<file path="src/sv/sqtm_pkg.sv">
// Shared constants, types and sequencer codes for the squarified treemap layout block.
package sqtm_pkg;

    localparam int MAX_ITEMS = 64;
    localparam int SIZE_BITS = 40;
    localparam int FRAC_BITS = 16;
    localparam int TAG_BITS  = 16;
    localparam int CFG_BITS  = 12;
    localparam int IDX_W     = $clog2(MAX_ITEMS);
    localparam int CNT_W     = $clog2(MAX_ITEMS + 1);
    localparam int TOTAL_W   = SIZE_BITS + IDX_W;
    localparam int FX_W      = 64;
    localparam int CELL_W    = 32;

    localparam logic [FX_W-1:0] ONE_FX = FX_W'(1) << FRAC_BITS;
    localparam logic [FX_W-1:0] INF_FX = '1;

    typedef enum logic [1:0] {
        CFG_ORIGIN_X,
        CFG_ORIGIN_Y,
        CFG_AREA_WIDTH,
        CFG_AREA_HEIGHT
    } cfg_reg_t;

    typedef enum logic [4:0] {
        ST_LOAD,
        ST_AREA_RD,
        ST_AREA_CALL,
        ST_AREA_WR,
        ST_ROW_TOP,
        ST_LONE_CHK,
        ST_SCAN_RD,
        ST_SCAN_CHK,
        ST_W_BEGIN,
        ST_W_LEN,
        ST_W_S,
        ST_W_R1,
        ST_W_R2,
        ST_W_RAT,
        ST_W_DONE,
        ST_ROW_END,
        ST_THICK,
        ST_CELL_RD,
        ST_CELL_CHK,
        ST_CELL_EXT,
        ST_FINISH,
        ST_MD_WAIT
    } seq_state_t;

    typedef enum logic [1:0] {
        MD_IDLE,
        MD_MUL,
        MD_CHK,
        MD_DIV
    } md_state_t;

    typedef struct packed {
        logic            start;
        logic [FX_W-1:0] a;
        logic [FX_W-1:0] b;
        logic [FX_W-1:0] c;
    } md_req_t;

    typedef struct packed {
        logic            done;
        logic            busy;
        logic [FX_W-1:0] q;
    } md_rsp_t;

endpackage

</file>
<file path="src/sv/sqtm_muldiv.sv">
// Shared multiply-then-divide unit: floor(a*b/c), saturating, one bit per cycle.
module sqtm_muldiv
    import sqtm_pkg::*;
(
    input  logic    clk,
    input  logic    rst_n,
    input  md_req_t req,
    output md_rsp_t rsp
);

    md_state_t           state_reg, state_next;
    logic [2*FX_W-1:0]   acc_reg, acc_next;
    logic [2*FX_W-1:0]   ash_reg, ash_next;
    logic [FX_W-1:0]     bsh_reg, bsh_next;
    logic [FX_W-1:0]     c_reg, c_next;
    logic [FX_W-1:0]     rem_reg, rem_next;
    logic [FX_W-1:0]     lo_reg, lo_next;
    logic [FX_W-1:0]     q_reg, q_next;
    logic [$clog2(FX_W)-1:0] cnt_reg, cnt_next;
    logic                done_reg, done_next;
    logic [FX_W:0]       remsh;
    logic                fits;

    assign remsh = {rem_reg, lo_reg[FX_W-1]};
    assign fits  = remsh >= {1'b0, c_reg};

    always_comb
    begin
        state_next = state_reg;
        case (state_reg)
            MD_IDLE: if (req.start) state_next = MD_MUL;
            MD_MUL:  if (bsh_reg == '0) state_next = MD_CHK;
            MD_CHK:
            begin
                if (c_reg == '0 || acc_reg[2*FX_W-1:FX_W] >= c_reg)
                    state_next = MD_IDLE;
                else
                    state_next = MD_DIV;
            end
            MD_DIV:  if (cnt_reg == '1) state_next = MD_IDLE;
            default: state_next = MD_IDLE;
        endcase
    end

    always_comb
    begin
        acc_next  = acc_reg;
        ash_next  = ash_reg;
        bsh_next  = bsh_reg;
        c_next    = c_reg;
        rem_next  = rem_reg;
        lo_next   = lo_reg;
        q_next    = q_reg;
        cnt_next  = cnt_reg;
        done_next = 1'b0;
        case (state_reg)
            MD_IDLE:
            begin
                if (req.start)
                begin
                    acc_next = '0;
                    ash_next = {{FX_W{1'b0}}, req.a};
                    bsh_next = req.b;
                    c_next   = req.c;
                end
            end
            MD_MUL:
            begin
                if (bsh_reg != '0)
                begin
                    if (bsh_reg[0])
                        acc_next = acc_reg + ash_reg;
                    ash_next = ash_reg << 1;
                    bsh_next = bsh_reg >> 1;
                end
            end
            MD_CHK:
            begin
                if (c_reg == '0 || acc_reg[2*FX_W-1:FX_W] >= c_reg)
                begin
                    q_next    = INF_FX;
                    done_next = 1'b1;
                end
                else
                begin
                    rem_next = acc_reg[2*FX_W-1:FX_W];
                    lo_next  = acc_reg[FX_W-1:0];
                    cnt_next = '0;
                end
            end
            MD_DIV:
            begin
                rem_next = fits ? FX_W'(remsh - {1'b0, c_reg}) : remsh[FX_W-1:0];
                lo_next  = lo_reg << 1;
                q_next   = {q_reg[FX_W-2:0], fits};
                cnt_next = cnt_reg + 1'b1;
                if (cnt_reg == '1)
                    done_next = 1'b1;
            end
            default: ;
        endcase
    end

    always_ff @(posedge clk or negedge rst_n)
    begin
        if (!rst_n)
        begin
            state_reg <= MD_IDLE;
            done_reg  <= 1'b0;
            cnt_reg   <= '0;
        end
        else
        begin
            state_reg <= state_next;
            done_reg  <= done_next;
            cnt_reg   <= cnt_next;
        end
    end

    always_ff @(posedge clk)
    begin
        acc_reg <= acc_next;
        ash_reg <= ash_next;
        bsh_reg <= bsh_next;
        c_reg   <= c_next;
        rem_reg <= rem_next;
        lo_reg  <= lo_next;
        q_reg   <= q_next;
    end

    assign rsp.done = done_reg;
    assign rsp.busy = state_reg != MD_IDLE;
    assign rsp.q    = q_reg;

endmodule

</file>
<file path="config.mk">
export PLATFORM = sky130hd
export DESIGN_NAME = sqtm_muldiv
export DESIGN_NICKNAME = d
export VERILOG_FILES = /design/src/sv/sqtm_pkg.sv /design/src/sv/sqtm_muldiv.sv
export SDC_FILE = /design/constraint.sdc
export NUM_CORES = 1
export LEC_CHECK = 0
export BUFFER_PORTS_ARGS = -buffer_cell sky130_fd_sc_hd__buf_2
export CORE_ASPECT_RATIO = 0.7
export CORE_MARGIN = 2
export CORE_UTILIZATION = 55
export CTS_CLUSTER_DIAMETER = 150
export DETAILED_ROUTE_END_ITERATION = 12
export GPL_ROUTABILITY_DRIVEN = 0
export PLACE_DENSITY = 0.75
export SYNTH_ARGS = -nofsm -noshare
export SYNTH_HDL_FRONTEND = slang
export SYNTH_SLANG_ARGS = --single-unit
</file>
<file path="constraint.sdc">
create_clock -name clk -period 16.56 [get_ports clk]
set_input_delay 0.828 -clock clk [delete_from_list [all_inputs] [get_ports clk]]
set_output_delay 0.828 -clock clk [all_outputs]
set_load 0.005 [all_outputs]
</file>
==> impl_metrics.json <==
{
  "outcome": "finished clean",
  "yosysWarnings": 0,
  "placed_cells": 4814,
  "drc": 0,
  "dr.first_iter.drc_count": 3869,
  "clock-sinks": 585,
  "die_w_um": 310,
  "critPathArrivalTime_ps": 6090,
  "final_common_cell": "nand2_1",
  "r2r_slack_ps": 10830,
  "ys_seq_area_frac": 0.486,
  "period_needed_ps": 5730,
  "p_per_area_mw_per_mm2": 76.7,
  "dp_hpwl_um": 71800,
  "holdWs_ps": 335,
  "rows": 78,
  "avgViaCountPerCell": 5.99,
  "hold_viol": 0,
  "routed_wirelength_um": 97700,
  "post_route_cells_drive_above_1_share": 0.0960,
  "dieArea_mm2": 0.0677,
  "ys.flop_type": "edfxtp_1",
  "fin_cells": 4923,
  "drt-wirelength-per-cell_um": 19.8,
  "cap_violations": 0,
  "drv_slew": 0,
  "syn_inst": 3826,
  "netlist_area_mm2": 0.0361,
  "synth_area_leaders": "edfxtp_1 (48%), ha_1 (8.9%), nand2_1 (8.5%), a21oi_1 (5.0%), nor2_1 (3.2%)",
  "port_buffers": 260,
  "ys_ff_latch": 585,
  "num_vias": 29500,
  "grt_pass1_wl_um": 152000,
  "area.growth.synth_to_final_pct": 10.8,
  "crit_top_cell": "a21oi_1",
  "synth_edf_count": 576,
  "cp_cell_sequence": "inv_1, ha_1, a21o_1, a21o_1, a211oi_1, a21oi_1, o21bai_1, a21oi_1, nor3_1, or2_1, o31a_1, nor3_1, nor2_4, buf_4, a211oi_1, a21oi_1, o21ai_0",
  "grt_pass1_vias": 27000,
  "postRouteAntennaNets": 0,
  "setup_viol": 0,
  "endpoint_kind": "flip-flop",
  "grt_overflow": 0,
  "tns_ps": 0,
  "vdd.ir_drop.worst_v": 0.0000789,
  "gr-usage-all-layers": 0.284,
  "final_cell_mix": "nand2_1 (818), edfxtp_1 (576), a21oi_1 (357)",
  "finalCritPeriodShare": 0.346,
  "cp.required_ps": 16920,
  "grt_max_degree": 107,
  "critPathLaunchType": "flip-flop",
  "layout.nets": 4447,
  "initial_core_util": 0.557,
  "grt_antenna_before_repair": 2,
  "hold_class": "in -> reg",
  "die_h_um": 218,
  "synthArstFlopShare": 0.0154,
  "synthAdderAreaFrac": 0.0899,
  "io_pins": 261,
  "synth_area_leader_cell": "edfxtp_1",
  "synthXorXnorAreaFrac": 0.0444,
  "synth.area.mux_share": 0.000832,
  "coreArea_mm2": 0.0648,
  "syn_nets": 4279,
  "crit_fanout": 106,
  "fmax_ghz": 0.175,
  "clk_latency_ps": 670,
  "dr.pass1.iters": 6,
  "root_buffer": "clkbuf_16",
  "clockBufferDepth": 3,
  "critPathMaxStageDelay_ps": 870,
  "leakagePower_nw": 16.1,
  "netlist.area_leader.share": 0.480,
  "path_class": "reg -> reg",
  "cts_tree": "yes",
  "ctsResizeCount": 0,
  "rsz0062_at_grt": "false",
  "htreeDepth": 2,
  "clk_pin_slew_ps": 70,
  "synth_top_family_by_area": "simple AND/OR/NAND/NOR gates",
  "tritoncts.num_buffers": 57,
  "ys_types": 70,
  "avgSynthCellArea_um2": 9.43,
  "worstMarginPinSlew_ps": 1260,
  "slowest_stage": "buf_4",
  "relSlewSlack": 0.152,
  "skew_ps": 23.9,
  "yosys.area_share.simple": 0.198,
  "synth_compound_area_frac": 0.150
}
==> path summary, 6_finish.rpt <==
check | from | end | cells after the start
worst max-delay path | c_reg[8]$_DFFE_PP_ | rem_reg[3]$_DFFE_PP_ | 17
worst min-delay path | req[39] | c_reg[39]$_DFFE_PP_ | 1
worst max register to register | c_reg[8]$_DFFE_PP_ | rem_reg[3]$_DFFE_PP_ | 17
worst min register to register | cnt_reg[5]$_DFFE_PN0P_ | cnt_reg[5]$_DFFE_PN0P_ | 1
max in group asynchronous | rst_n | done_reg$_DFF_PN0_ | 2
min in group asynchronous | rst_n | cnt_reg[4]$_DFFE_PN0P_ | 2
==> where the power goes <==
group          switching, W  internal [W]
Clock              0.000602      0.000782
Sequential       0.00000496       0.00161
Combinational     0.0000330     0.0000301
==> cell usage after synthesis (all sizes together), types with 5 or more instances <==
cell type and number:
ha 256, and2 77, a21boi 10, o211ai 14, clkbuf 160, a21o 105, o21ai 223, buf 12
xor2 66, inv 126, nand2b 88, edfxtp 576, o21a 19, a31oi 25, dfrtp 9, nor2 308
or2 9, o41ai 10, nand4 113, a211oi 12, nand3 38, a221oi 6, nor2b 25, xnor2 117
a221o 6, or4 6, a21oi 358, o221ai 5, or3 10, o21bai 55, nor4 42, o31a 7
and3 19, nand2 820, o31ai 15, nor3 39
==> cell type report <==
class / instances / area [µm²]
repair buffers: 281 / 1460
inverters: 126 / 478
diodes: 1 / 2.50
clock inverters: 37 / 425
well taps: 880 / 1100
multi-input cells: 2943 / 17500
flip-flops and latches: 585 / 17500
clock buffers: 70 / 1500
fillers: 5459 / 24800
==> stage by stage <==
| step | power (W) | utilization | worst slack, ps | instance area (µm²) |
|---|---|---|---|---|
| 2_1_floorplan | 0.00168 | - | 3310 | 36100 |
| 3_3_place_gp | 0.00171 | 0.587 | 11090 | 38000 |
| 3_5_place_dp | 0.00171 | 0.587 | 10940 | 38000 |
| 4_1_cts | 0.00308 | 0.617 | 10920 | 40000 |
| 5_1_grt | 0.00314 | 0.617 | 10540 | 40000 |
| 6_report | 0.00307 | 0.617 | 10830 | 40000 |
==> cells by family (layout without fill, tap and decap cells) <==
group	after synthesis	in the layout
muxes	3	3
xor gates and xnor gates	183	183
adders and majority gates	258	258
other	0	1
buffers and inverters	298	514
DFF	585	585
and+or+nand+nor	1603	1603
AOI/OAI and AO/OA	896	896
==> critical path, delay by kind of cell (launching register included) <==
family,cells,cell delay [ps]
compound gates,10,2280
simple gates,4,1300
buf+inv,2,940
fa+ha+maj,1,390
flops,1,380
==> timing repair <==
action	4_1_cts	5_1_grt
buffers inserted	0	0
hold endpoints to repair	9	0
hold buffers	1	0
==> per-layer routing <==
layer | part of all wire | global-route usage | routed length, µm
met3 | 0.11 | 0.0596 | 11100
met5 | 0 | 0 | 0
met4 | 0.017 | 0.0589 | 1680
met1 | 0.47 | 0.458 | 46300
met2 | 0.40 | 0.387 | 38600
(Power assumes the default switching activity.)
